--- config.mk ---
export PLATFORM = sky130hd
export DESIGN_NAME = gjk_css_dly
export DESIGN_NICKNAME = d
export VERILOG_FILES = /design/src/hw/rtl/gjk_css_dly.sv
export SDC_FILE = /design/constraint.sdc
export NUM_CORES = 1
export LEC_CHECK = 0
export ABC_AREA = 0
export BUFFER_PORTS_ARGS = -buffer_cell sky130_fd_sc_hd__buf_2
export CAP_MARGIN = 10
export CORE_MARGIN = 1
export CORE_UTILIZATION = 25
export DETAILED_ROUTE_END_ITERATION = 8
export PLACE_DENSITY = 0.51
export SYNTH_ARGS = -nofsm -noshare
export SYNTH_HDL_FRONTEND = slang
export SYNTH_SLANG_ARGS = --single-unit
--- constraint.sdc ---
create_clock -name aclk -period 1 [get_ports aclk]
set_input_delay 0.15 -clock aclk [delete_from_list [all_inputs] [get_ports aclk]]
set_output_delay 0.15 -clock aclk [all_outputs]
set_load 0.01 [all_outputs]
--- src/hw/rtl/gjk_css_dly.sv ---
module gjk_css_dly #(
    parameter int W     = 8,
    parameter int DEPTH = 4
) (
    input  logic         aclk,
    input  logic         en,
    input  logic [W-1:0] d,
    output logic [W-1:0] q
);

    logic [W-1:0] sr_reg [DEPTH];

    always_ff @(posedge aclk) begin
        if (en) begin
            sr_reg[0] <= d;
            for (int k = 1; k < DEPTH; k++) begin
                sr_reg[k] <= sr_reg[k-1];
            end
        end
    end

    assign q = sr_reg[DEPTH-1];

endmodule

==> metrics.txt <==
Cell Rows 22; vias in the first global route approximately 290; CP Class reg2out; Logic pwr share 0.030; CTS clk-pin slew, worst paths ~60 ps; antenna fix cells 0; Yosys top cell by area edfxtp_1; CP max stage delay 360 ps; run status finished, final reports clean; die footprint 4095 sq um; critical path startpoint sr_reg[3][5]; Final Core Density 0.3264; first-pass GRT wire length 1248 um; NetSw 426.3 uW; root buf cell clkbuf_8; CP bufs+invs 1; ANT nets after route 0; Routed wire per std cell 8.243 um; Die X 64.00 um; Synth Warn # 0; worst hold slack 55.67 ps; leakage power 0.0004254 uW; end point of the critical path q[5]; slowest stage cell on the critical path edfxtp_1; total track usage 0.04967; #MultiIn Comb 0; CP cell instances buf_2; Post-Syn Area 960.9 sq um; crit path DAT slightly below 800 ps; Synth area leaders edfxtp_1 100%; Skew-Pair Late Insertion Delay 270 ps; DR vias 334; syn avg cell area 30.03 sq um; number of distinct library cells after synthesis 1; total gr overflow 0; max FFs per register 32; max-cap viol count 0; worst vdd ir ~950 uV; WHS Path Cells 1; Max-slew headroom 0.8929; Die Ht 64.00 um; RSZ-0062 raised after global routing false; I/O pins 18; Clock Path Buffers 2; Sinks on Clock Net 32; PwrDens 2080 nW/um^2; htree depth 2; CP endpoint kind primary output; Post-Syn Nets 42; Peak Freq 1082 MHz; FF+latch count, synth 32; crit share post-route 0.9242; # setup viols final 0; setup tns final 0 ps; # DRC 0; top cell type's share of synthesized area 1.000; Synth Instances 32; fill count 354; Final min period ~900 ps; Worst R2R Start sr_reg[0][2]; Worst path depth 1; required time worst endpoint 850 ps; internal power of the cells 2059 uW; Clk pwr share 0.327; share of post-route cells with drive strength above 1 0.4182; hold crit path type in2reg; area of the multi-input gates 0 sq um; final WL 849 um; Initial Utilization 0.2625; reg2reg setup slack 390 ps; worst slew pin tran 160.7 ps; Final nets between 60 and 70; antenna violations before repair 0; core area 3661 sq um; largest net degree at the start of global routing 33; CTS Hold Bufs 0; clk_skew approximately 3.4 ps; reg2reg end sr_reg[1][2]; crit path max fanout 1; Syn-to-layout area delta 24.35%; Seq/Total Area, Yosys 1.000; total power 2485 uW; sw frac 0.1715; Startpoint Class flop; TritonCTS buffer count 5; routability cong. 0.5790; CTS tree built; Max Slew Vio Count 0; count of input and output buffers 17; CP delay by family, top flip-flops; setup repair bufs after CTS 0; sequential share of power 0.643; DR vias/cell 3.243; Post-CTS Resized 0; Initial DRT Pass Iterations 4; Final Hold Violating Endpoints 0; r2r worst-path depth 0; Initial DRC Count 5
-- cell usage after synthesis --
library cell	number
edfxtp_1	32
-- cell families (layout without fill, tap and decap cells) --
| logic type | Yosys count | count (layout) | synth area share |
|---|---|---|---|
| buffers and inverters | 0 | 23 | 0 |
| flip-flops | 32 | 32 | 1.000 |
-- cells in the final DEF, fill, tap and decap left out --
cell | synthesis | layout
clkbuf_8 | 0 | 5
edfxtp_1 | 32 | 32
buf_2 | 0 | 17
buf_12 | 0 | 1
-- power groups by stage --
stage | registers [uW] | logic (uW) | clock network, uW
floorplan | 1630 | 0 | 0
global placement | 1620 | 73.9 | 0
detailed placement | 1630 | 75.8 | 0
CTS | 1600 | 75.9 | 847
global route | 1600 | 81.6 | 906
finish | 1600 | 73.9 | 813
-- routing by layer --
layer | GRT usage | vias to the layer above | share of wire
li1 | - | 175 | -
met1 | 0.04413 | 132 | 0.41
met2 | 0.05319 | 21 | 0.40
met3 | 0.04286 | 6 | 0.13
met4 | 0.07670 | 0 | 0.061
met5 | 0 | - | 0
-- worst min path at each step --
stage                     from  slack [ps]            to
after floorplan           d[0]         250  sr_reg[0][0]
after global placement    d[1]         330  sr_reg[0][1]
after detailed placement  d[5]         330  sr_reg[0][5]
after CTS                 d[5]          40  sr_reg[0][5]
after global routing      d[0]          40  sr_reg[0][0]
final                     d[5]          60  sr_reg[0][5]
-- stage by stage --
stage          area, sq um  worst slack [ps]  cells
3_3_place_gp          1126             243.4     98
4_1_cts               1195             58.90    103
5_1_grt               1195             37.92    103
6_report              1195             75.82    103
2_1_floorplan        960.9             411.2     32
3_5_place_dp          1126             235.3     98
-- final cells by class --
| cell class | instances | area (sq um) | share of cell area |
|---|---|---|---|
| repair buffers | 18 | 105.1 | 0.08796 |
| flip-flops and latches | 32 | 960.9 | 0.8042 |
| clock buffers | 5 | 68.82 | 0.05759 |
| well taps | 48 | 60.06 | 0.05026 |
Note: power is estimated with default switching activity, not from simulation.
