### config.mk
export PLATFORM = sky130hd
export DESIGN_NAME = gjk_css_smul
export DESIGN_NICKNAME = d
export VERILOG_FILES = /design/src/hw/rtl/gjk_css_smul.sv
export SDC_FILE = /design/constraint.sdc
export NUM_CORES = 1
export LEC_CHECK = 0
export BUFFER_PORTS_ARGS = -buffer_cell sky130_fd_sc_hd__buf_2
export CORE_MARGIN = 5
export CORE_UTILIZATION = 65
export DETAILED_ROUTE_END_ITERATION = 16
export PLACE_DENSITY = 0.83
export RECOVER_POWER = 50
export REMOVE_ABC_BUFFERS = 1
export SYNTH_ARGS = -nofsm -noshare
export SYNTH_HDL_FRONTEND = slang
export SYNTH_SLANG_ARGS = --single-unit
### constraint.sdc
create_clock -name aclk -period 13.91 [get_ports aclk]
set_input_delay 0.6955 -clock aclk [delete_from_list [all_inputs] [get_ports aclk]]
set_output_delay 0.6955 -clock aclk [all_outputs]
set_load 0.02 [all_outputs]
### src/hw/rtl/gjk_css_smul.sv
module gjk_css_smul #(
    parameter int WA = 22,
    parameter int WB = 22
) (
    input  logic                    aclk,
    input  logic                    en,
    input  logic signed [WA-1:0]    a,
    input  logic signed [WB-1:0]    b,
    output logic signed [WA+WB-1:0] p
);

    localparam int CH = 32;
    localparam int NA = (WA + CH - 1) / CH;
    localparam int NB = (WB + CH - 1) / CH;
    localparam int WP = WA + WB;
    localparam int WS = (NA + NB) * CH;

    logic [WA-1:0]        abs_a;
    logic [WB-1:0]        abs_b;
    logic [NA*CH-1:0]     mag_a_reg, mag_a_next;
    logic [NB*CH-1:0]     mag_b_reg, mag_b_next;
    logic                 s1_reg, s2_reg, s3_reg;
    logic [2*CH-1:0]      pp_reg  [NA][NB];
    logic [2*CH-1:0]      pp_next [NA][NB];
    logic [WS-1:0]        acc;
    logic [WP-1:0]        prod_reg, prod_next;
    logic signed [WP-1:0] p_reg, p_next;

    // stage 1: sign and magnitude
    always_comb begin
        abs_a = a[WA-1] ? WA'(-a) : WA'(a);
        abs_b = b[WB-1] ? WB'(-b) : WB'(b);
        mag_a_next = (NA*CH)'(abs_a);
        mag_b_next = (NB*CH)'(abs_b);
    end

    // stage 2: 32x32 partial products
    always_comb begin
        for (int i = 0; i < NA; i++) begin
            for (int j = 0; j < NB; j++) begin
                pp_next[i][j] = mag_a_reg[i*CH +: CH] * mag_b_reg[j*CH +: CH];
            end
        end
    end

    // stage 3: sum of shifted partials
    always_comb begin
        acc = '0;
        for (int i = 0; i < NA; i++) begin
            for (int j = 0; j < NB; j++) begin
                acc = acc + (WS'(pp_reg[i][j]) << ((i + j) * CH));
            end
        end
        prod_next = acc[WP-1:0];
    end

    // stage 4: restore sign
    always_comb begin
        p_next = s3_reg ? -signed'(prod_reg) : signed'(prod_reg);
    end

    always_ff @(posedge aclk) begin
        if (en) begin
            mag_a_reg <= mag_a_next;
            mag_b_reg <= mag_b_next;
            s1_reg    <= a[WA-1] ^ b[WB-1];
            pp_reg    <= pp_next;
            s2_reg    <= s1_reg;
            prod_reg  <= prod_next;
            s3_reg    <= s2_reg;
            p_reg     <= p_next;
        end
    end

    assign p = p_reg;

endmodule

==> summary.md, run 1 <==
| Metric | Value |
|---|---|
| Worst setup EP type | flop |
| Core box area | 34630 um^2 |
| Status | complete, but fails checks |
| Category of the worst setup path launch point | flop |
| Final Net Count | 2817 |
| Synthesis Warnings | 0 |
| Arr. time, crit path | 8030 ps |
| Mapped Cells | 2200 |
| Slew Viols, Final | 175 |
| Final setup violation count | 0 |
| Slowest cell on the critical path | edfxtp_1 |
| Commonest cells post-synth | fa_1 (397), inv_1 (394), nand2_1 (302), and2_1 (239), edfxtp_1 (179) |
| Htree depth | 4 |
| # IOs | 90 |
| Highest Clock Rate | 0.1280 GHz |
| Total grt overflow | 0 |
| Yosys top cell by area | fa_1 |
| ANT nets after route | 0 |
| DP Area | 23530 um^2 |
| Crit path time final | 7814 ps |
| CTS tree | built |
| Avg WL per Cell | 21.11 um |
| RSZ-0062 raised after global routing | no |
| Critical path required time | 14130 ps |
| Register area | 5375 um^2 |
| Routed wire length | 56.56 mm |
| Hold slack | 413.2 ps |
| Row count | 68 |
| Largest net degree at the start of global routing | 106 |
| Fill cells | 2474 |
| Most instantiated library cell after synthesis | fa_1 |
| Hpwl dp | 43.28 mm |
| Initial DRC count | 1167 |
| First-pass GRT wire length | 90.98 mm |
| Final Instance Area | 24110 um^2 |
| Clk sinks | 179 |
| Layout cell share with drive strength beyond 1 | 5.034% |
| DRT Pass-1 Iters | 5 |
| P&R area growth vs syn | 5.618% |
| Main synth FF type | edfxtp_1 |
| Clk buf depth | 2 |
| Starting Density | 65.93% |
| CP max FO | 22 |
| Via density | 5.963 |
| Vias in the first global route | 17690 |
| Chip Width | 197.4 um |
| Share of the synthesized area in the top cell type | 34.81% |
| Die height | 197.4 um |
| Post-synth EDFFs | 179 |
| Clk Latency, worst-skew pair | 470 ps |
| Top cell by count, worst path | fa_1 |
| Library cells used by synthesis | 51 |
| Worst slew pin tran | 5980 ps |
| Diodes inserted | 0 |
| Gpl congestion | 0.9303 |
| TritonCTS buffer count | 17 |
| Hold Crit Class | reg2reg |
| Area of the multi-input gates | 15580 um^2 |
| Root Driver | clkbuf_16 |
| MaxCap Viol Count | 3 |
| Seq/Total Area, Yosys | 23.54% |
| Setup_tns | 0 ps |
| PortBufs | 89 |
| Post-Syn Area | 22830 um^2 |
| Ys async rst share | 0% |
| Mapped Avg Cell Area | 10.38 um^2 |
| Drt drc | 0 |
| Slew HR | -298.7% |
| Die Area | 38970 um^2 |
| Reg clk slew, reported paths | 90 ps |
| FF+latch count, synth | 179 |
| Post-CTS Setup Inserts | 0 |
| Period utilization | 56.17% |
| Hold buffers post-CTS | 0 |
| Main area contributors after synthesis | fa_1 (35%), edfxtp_1 (24%), ha_1 (8.9%), and2_1 (6.5%), inv_1 (6.5%) |
| Post-CTS sizing | 0 |
| Cell Chain, Critical Path | and2_1, fa_1, fa_1, inv_1, fa_1, inv_1, fa_1, inv_1, fa_1, inv_1, fa_1, fa_1, ha_1, nand3_1, or3_1, o21ai_0, a311oi_1, a211o_1, o21ai_0, a221oi_1, xnor2_1 |
| Setup Skew | 16.02 ps |
| Layout Utilization | 69.63% |
| GRT Total Usage | 30.23% |
| Final Hold Viols | 0 |
| Failing checks | capacitance limit, slew limit |
| Kind of critical path | reg2reg |
| Initial antenna violation count | 0 |
| Vias | 15980 |
| Worst stage delay on the critical path | 940 ps |
-- layout by cell type, fill, tap and decap left out, drive strengths merged, types with 33 or more instances in the layout --
| cell type | instances |
|---|---|
| clkbuf | 54 |
| and2 | 239 |
| buf | 62 |
| ha | 162 |
| a21oi | 38 |
| xnor2 | 105 |
| nand2 | 302 |
| inv | 403 |
| fa | 397 |
| nor2 | 33 |
| o21ai | 50 |
| edfxtp | 179 |
-- path summary, 6_finish.rpt --
check / start / slack (ps) / cells after the start / to
setup / recovery: mag_a_reg[8]$_DFFE_PP_ / 6100 / 21 / pp_reg[43]$_DFFE_PP_
hold / removal: pp_reg[16]$_DFFE_PP_ / 410 / 0 / prod_reg[16]$_DFFE_PP_
setup reg to reg: mag_a_reg[8]$_DFFE_PP_ / 6100 / 21 / pp_reg[43]$_DFFE_PP_
hold reg to reg: pp_reg[16]$_DFFE_PP_ / 410 / 0 / prod_reg[16]$_DFFE_PP_
-- stage by stage --
step	setup WS, ps	std cells
after floorplan	7185	2094
after global placement	6460	2648
after detailed placement	6316	2648
after CTS	6264	2680
after global routing	5864	2680
final	6096	2680
-- cell type report --
type | count | area share [%]
clock buffers | 17 | 1.764
clock inverters | 15 | 0.8873
inverters | 394 | 6.134
multi-input cells | 1521 | 64.60
flip-flops and latches | 179 | 22.29
well taps | 455 | 2.361
repair buffers | 99 | 1.956
-- critical path, delay by kind of cell (launching register included) --
kind / cells / cell delay (ps)
fa+ha+maj: 8 / 3800
compound gates: 5 / 1610
simple gates: 3 / 830
xor+xnor: 1 / 150
buf+inv: 4 / 220
flops: 1 / 940
-- per-layer routing --
metal	track usage [%]	part of all wire (%)	vias up
met2	52.40	52	765
li1	-	-	6889
met3	4.963	7.0	222
met1	35.52	35	8106
met4	18.03	6.4	0
met5	0	0	-
-- logic make-up after synthesis --
kind of cell | after synthesis | synth area share (%)
buf+inv | 500 | 8.221
fa+ha+maj | 559 | 43.69
compound gates | 188 | 5.448
simple gates | 653 | 14.45
xor+xnor | 121 | 4.642
flops | 179 | 23.54
Power of run 1 is not shown: default switching activity piles up to over one toggle a cycle in this logic, so the estimate is an artifact.
==> run 2: changes to the inputs <==
clock period = 7.9 ns   (was 13.91 ns; I/O delays follow)
==> summary.md, run 2 (same netlist as run 1, synthesis figures left out) <==
| Metric | Value |
|---|---|
| Worst stage delay on the critical path | 1010 ps |
| Post-CTS sizing | 0 |
| First-pass GRT wire length | 90.76 mm |
| Die height | 197.4 um |
| Gpl congestion | 0.9331 |
| Hold Crit Depth | 2 |
| Drt drc | 0 |
| Category of the worst setup path launch point | flop |
| Fill cells | 2458 |
| Reg clk slew, reported paths | 100 ps |
| Status | complete, but fails checks |
| Setup Skew | 31.11 ps |
| Final Instance Area | 24310 um^2 |
| Register area | 5375 um^2 |
| Hold Path End | mag_b_reg[11]$_DFFE_PP_ |
| Layout cell share with drive strength beyond 1 | 5.710% |
| Worst slew pin tran | 4531 ps |
| Hold buffers post-CTS | 0 |
| Starting Density | 65.93% |
| Root Driver | clkbuf_16 |
| Slowest cell on the critical path | edfxtp_1 |
| Final Hold Viols | 0 |
| Routed wire length | 57.00 mm |
| Most common cell after layout, fill and taps aside | fa_1 |
| Vias in the first global route | 17430 |
| Post-CTS Setup Inserts | 0 |
| Top cell by count, worst path | fa_1 |
| Final Net Count | 2851 |
| Commonest non-fill, non-tap cells in the layout | fa_1 (397), inv_1 (394), nand2_1 (302), and2_1 (239), edfxtp_1 (179) |
| Worst path top cell family by delay | adder cells |
| Clk sinks | 179 |
| Crit path time final | 7496 ps |
| Slew Viols, Final | 164 |
| Die Area | 38970 um^2 |
| Hold slack | 236.9 ps |
| Failing checks | capacitance limit, slew limit |
| Via density | 5.881 |
| Period utilization | 94.89% |
| Clk Latency, worst-skew pair | 480 ps |
| Hold Crit Class | in2reg |
| Hpwl dp | 44.91 mm |
| Core box area | 34630 um^2 |
| Diodes inserted | 0 |
| FF-to-FF End | pp_reg[43]$_DFFE_PP_ |
| Worst setup EP type | flop |
| CP max FO | 22 |
| Highest Clock Rate | 0.1334 GHz |
| Buf/Inv on CP | 4 |
| GRT Total Usage | 30.38% |
| Total grt overflow | 0 |
| Initial antenna violation count | 0 |
| # IOs | 90 |
| Clk buf depth | 2 |
| Cell Chain, Critical Path | and2_1, fa_1, fa_1, inv_1, fa_1, inv_1, fa_1, fa_1, fa_1, inv_1, fa_1, inv_1, ha_1, and2_1, and3_1, o21a_1, a311oi_1, a211o_1, o21ai_0, a221oi_1, xnor2_1 |
| Final setup violation count | 0 |
| Slew HR | -202.1% |
| MaxCap Viol Count | 3 |
| Area of the multi-input gates | 15580 um^2 |
| R2r setup slk | 400 ps |
| Largest net degree at the start of global routing | 75 |
| Row count | 68 |
| Path depth of the worst reg2reg path | 21 |
| Hold Startpoint | b[11] |
| ANT nets after route | 0 |
| DRT Pass-1 Iters | 6 |
| RSZ-0062 raised after global routing | no |
| Arr. time, crit path | 7700 ps |
| P&R area growth vs syn | 6.489% |
| Vias | 15960 |
| DP Area | 23780 um^2 |
| Setup_tns | 0 ps |
| CTS tree | built |
| Initial DRC count | 1303 |
| Avg WL per Cell | 21.00 um |
| Reg-to-reg startpoint | mag_a_reg[18]$_DFFE_PP_ |
| TritonCTS buffer count | 17 |
| Kind of critical path | reg2reg |
| Critical path required time | 8100 ps |
| Chip Width | 197.4 um |
| Htree depth | 4 |
| PortBufs | 89 |
-- run 2: layout make-up --
class | instances | area share [%]
clock buffers | 17 | 1.750
clock inverters | 15 | 0.7566
inverters | 394 | 6.083
multi-input cells | 1521 | 64.08
flip-flops and latches | 179 | 22.11
well taps | 455 | 2.342
repair buffers | 133 | 2.882
-- run 2: per-layer routing --
| metal | part of all wire (%) | track usage (%) | routed length [um] | vias up |
|---|---|---|---|---|
| met5 | 0 | 0 | 0 | - |
| met4 | 6.4 | 16.56 | 3653 | 0 |
| met3 | 8.7 | 6.788 | 4975 | 212 |
| met2 | 50 | 51.38 | 28450 | 771 |
| met1 | 35 | 36.35 | 19920 | 8018 |
| li1 | - | - | - | 6960 |
-- run 2: worst max path at each step --
stage,start,endpoint,depth (start not counted)
global route,mag_a_reg[18]$_DFFE_PP_,pp_reg[43]$_DFFE_PP_,21
global placement,mag_b_reg[5]$_DFFE_PP_,pp_reg[43]$_DFFE_PP_,21
floorplan,mag_b_reg[1]$_DFFE_PP_,pp_reg[41]$_DFFE_PP_,20
CTS,mag_b_reg[5]$_DFFE_PP_,pp_reg[43]$_DFFE_PP_,21
detailed placement,mag_b_reg[5]$_DFFE_PP_,pp_reg[43]$_DFFE_PP_,21
finish,mag_a_reg[18]$_DFFE_PP_,pp_reg[43]$_DFFE_PP_,21
-- run 2: stage by stage --
| stage | std cells | util (%) | setup slack, ps |
|---|---|---|---|
| after detailed placement | 2682 | 68.68 | 567.8 |
| after global placement | 2682 | 68.68 | 689.3 |
| after floorplan | 2094 | - | 1175 |
| final | 2714 | 70.21 | 403.6 |
| after global routing | 2714 | 70.21 | 199.0 |
| after CTS | 2714 | 70.44 | 535.8 |
Power of run 2 is left out for the same reason.
==> run 3: changes to the inputs <==
CELL_PAD_IN_SITES_DETAIL_PLACEMENT = 1   (was unset)
CELL_PAD_IN_SITES_GLOBAL_PLACEMENT = 2   (was unset)
CORE_UTILIZATION = 43   (was 65)
PLACE_DENSITY = unset   (was 0.83)
PLACE_DENSITY_LB_ADDON = 0.1   (was unset)
clock period = 7.25 ns   (was 7.9 ns; I/O delays follow)
==> summary.md, run 3 (same netlist as run 1, synthesis figures left out) <==
| Metric | Value |
|---|---|
| Highest Clock Rate | 0.1432 GHz |
| Clk Latency, worst-skew pair | 490 ps |
| Area of the multi-input gates | 15660 um^2 |
| Clk sinks | 179 |
| Final Hold Viols | 0 |
| Starting Density | 43.44% |
| Via density | 5.163 |
| Reg clk slew, reported paths | 80 ps |
| Root Driver | clkbuf_16 |
| Die Area | 57800 um^2 |
| Gpl congestion | 0.8342 |
| MaxCap Viol Count | 3 |
| Hold slack | 190.0 ps |
| PortBufs | 89 |
| RSZ-0062 raised after global routing | yes |
| GRT Total Usage | 21.98% |
| Crit path time final | 6984 ps |
| Period utilization | 96.34% |
| Row count | 84 |
| Final Net Count | 2921 |
| Register area | 5375 um^2 |
| Slew Viols, Final | 151 |
| Critical path required time | 7490 ps |
| Routed wire length | 60.63 mm |
| Hpwl dp | 51.79 mm |
| Worst setup EP type | flop |
| P&R area growth vs syn | 10.56% |
| CP max FO | 7 |
| CTS tree | built |
| Fill cells | 5816 |
| Kind of critical path | reg2reg |
| Inst Count DP | 2964 |
| Failing checks | capacitance limit, slew limit |
| Arr. time, crit path | 7220 ps |
| Chip Width | 240.4 um |
| # IOs | 90 |
| Hold Crit Class | in2reg |
| Diodes inserted | 0 |
| Worst slew pin tran | 3589 ps |
| Hold buffers post-CTS | 0 |
| Htree depth | 4 |
| First-pass GRT wire length | 97.84 mm |
| Largest net degree at the start of global routing | 78 |
| TritonCTS buffer count | 17 |
| Total grt overflow | 0 |
| Slew HR | -139.3% |
| DRT Pass-1 Iters | 4 |
| Initial DRC count | 590 |
| Die height | 240.4 um |
| Clk buf depth | 2 |
| Vias in the first global route | 17710 |
| Layout cell share with drive strength beyond 1 | 8.974% |
| Most common cell after layout, fill and taps aside | fa_1 |
| Avg WL per Cell | 20.10 um |
| Category of the worst setup path launch point | flop |
| Initial antenna violation count | 3 |
| Drt drc | 0 |
| Core box area | 52550 um^2 |
| Non-Filler Instances | 3017 |
| Vias | 15580 |
| Status | complete, but fails checks |
| Setup Skew | 25.42 ps |
| Final setup violation count | 0 |
| Commonest non-fill, non-tap cells in the layout | fa_1 (397), inv_1 (394), nand2_1 (302), and2_1 (237), edfxtp_1 (179) |
| ANT nets after route | 0 |
## run 3: through the flow
step,util (%),TNS (ps),setup slack [ps],area (um^2)
3_3_place_gp,46.60,0,165.5,24490
3_5_place_dp,46.60,0,96.83,24490
4_1_cts,47.72,0,46.91,25080
6_report,48.03,0,265.6,25240
2_1_floorplan,-,0,525.0,22430
5_1_grt,48.03,-70.57,-56.07,25240
## run 3: layout make-up
cell class | count | share of cell area, %
inverter | 394 | 5.860
sequential | 179 | 21.30
tap | 688 | 3.411
multi-input combinational | 1521 | 62.03
clock inverter | 13 | 0.6197
clock buffer | 19 | 1.715
timing repair buffer | 203 | 5.066
## run 3: routing by layer
metal / part of all wire (%) / global-route usage (%) / routed length (um) / up-vias
met4: 2.6 / 6.602 / 1593 / 0
met2: 52 / 39.24 / 31640 / 205
met5: 0 / 0 / 0 / -
met1: 43 / 28.14 / 25950 / 8200
li1: - / - / - / 7086
met3: 2.4 / 2.673 / 1453 / 87
## run 3: path summary, 6_finish.rpt
path / end / startpoint / cells after the start / slack (ps)
worst min register to register: prod_reg[2]$_DFFE_PP_ / pp_reg[2]$_DFFE_PP_ / 0 / 420
worst max-delay path: pp_reg[41]$_DFFE_PP_ / mag_a_reg[10]$_DFFE_PP_ / 21 / 270
worst max register to register: pp_reg[41]$_DFFE_PP_ / mag_a_reg[10]$_DFFE_PP_ / 21 / 270
worst min-delay path: mag_a_reg[16]$_DFFE_PP_ / a[16] / 2 / 190
## run 3: timing repair
action,CTS,global route
endpoints found under the setup margin,0,8
gates resized for setup,0,13
buffers inserted,0,21
## run 3: critical path, cell delays in order, from the launching register on
cell	delay (ps)
edfxtp_1	570
buf_6	230
and2_1	150
fa_1	470
fa_1	530
inv_1	60
fa_1	490
inv_1	60
fa_1	480
fa_1	570
fa_1	430
fa_1	490
ha_4	320
nand2_1	80
or3_1	370
o211ai_1	320
a311oi_2	160
buf_4	180
o41a_1	370
o21bai_1	150
a31oi_1	120
xnor2_1	150
Power of run 3 is left out for the same reason.
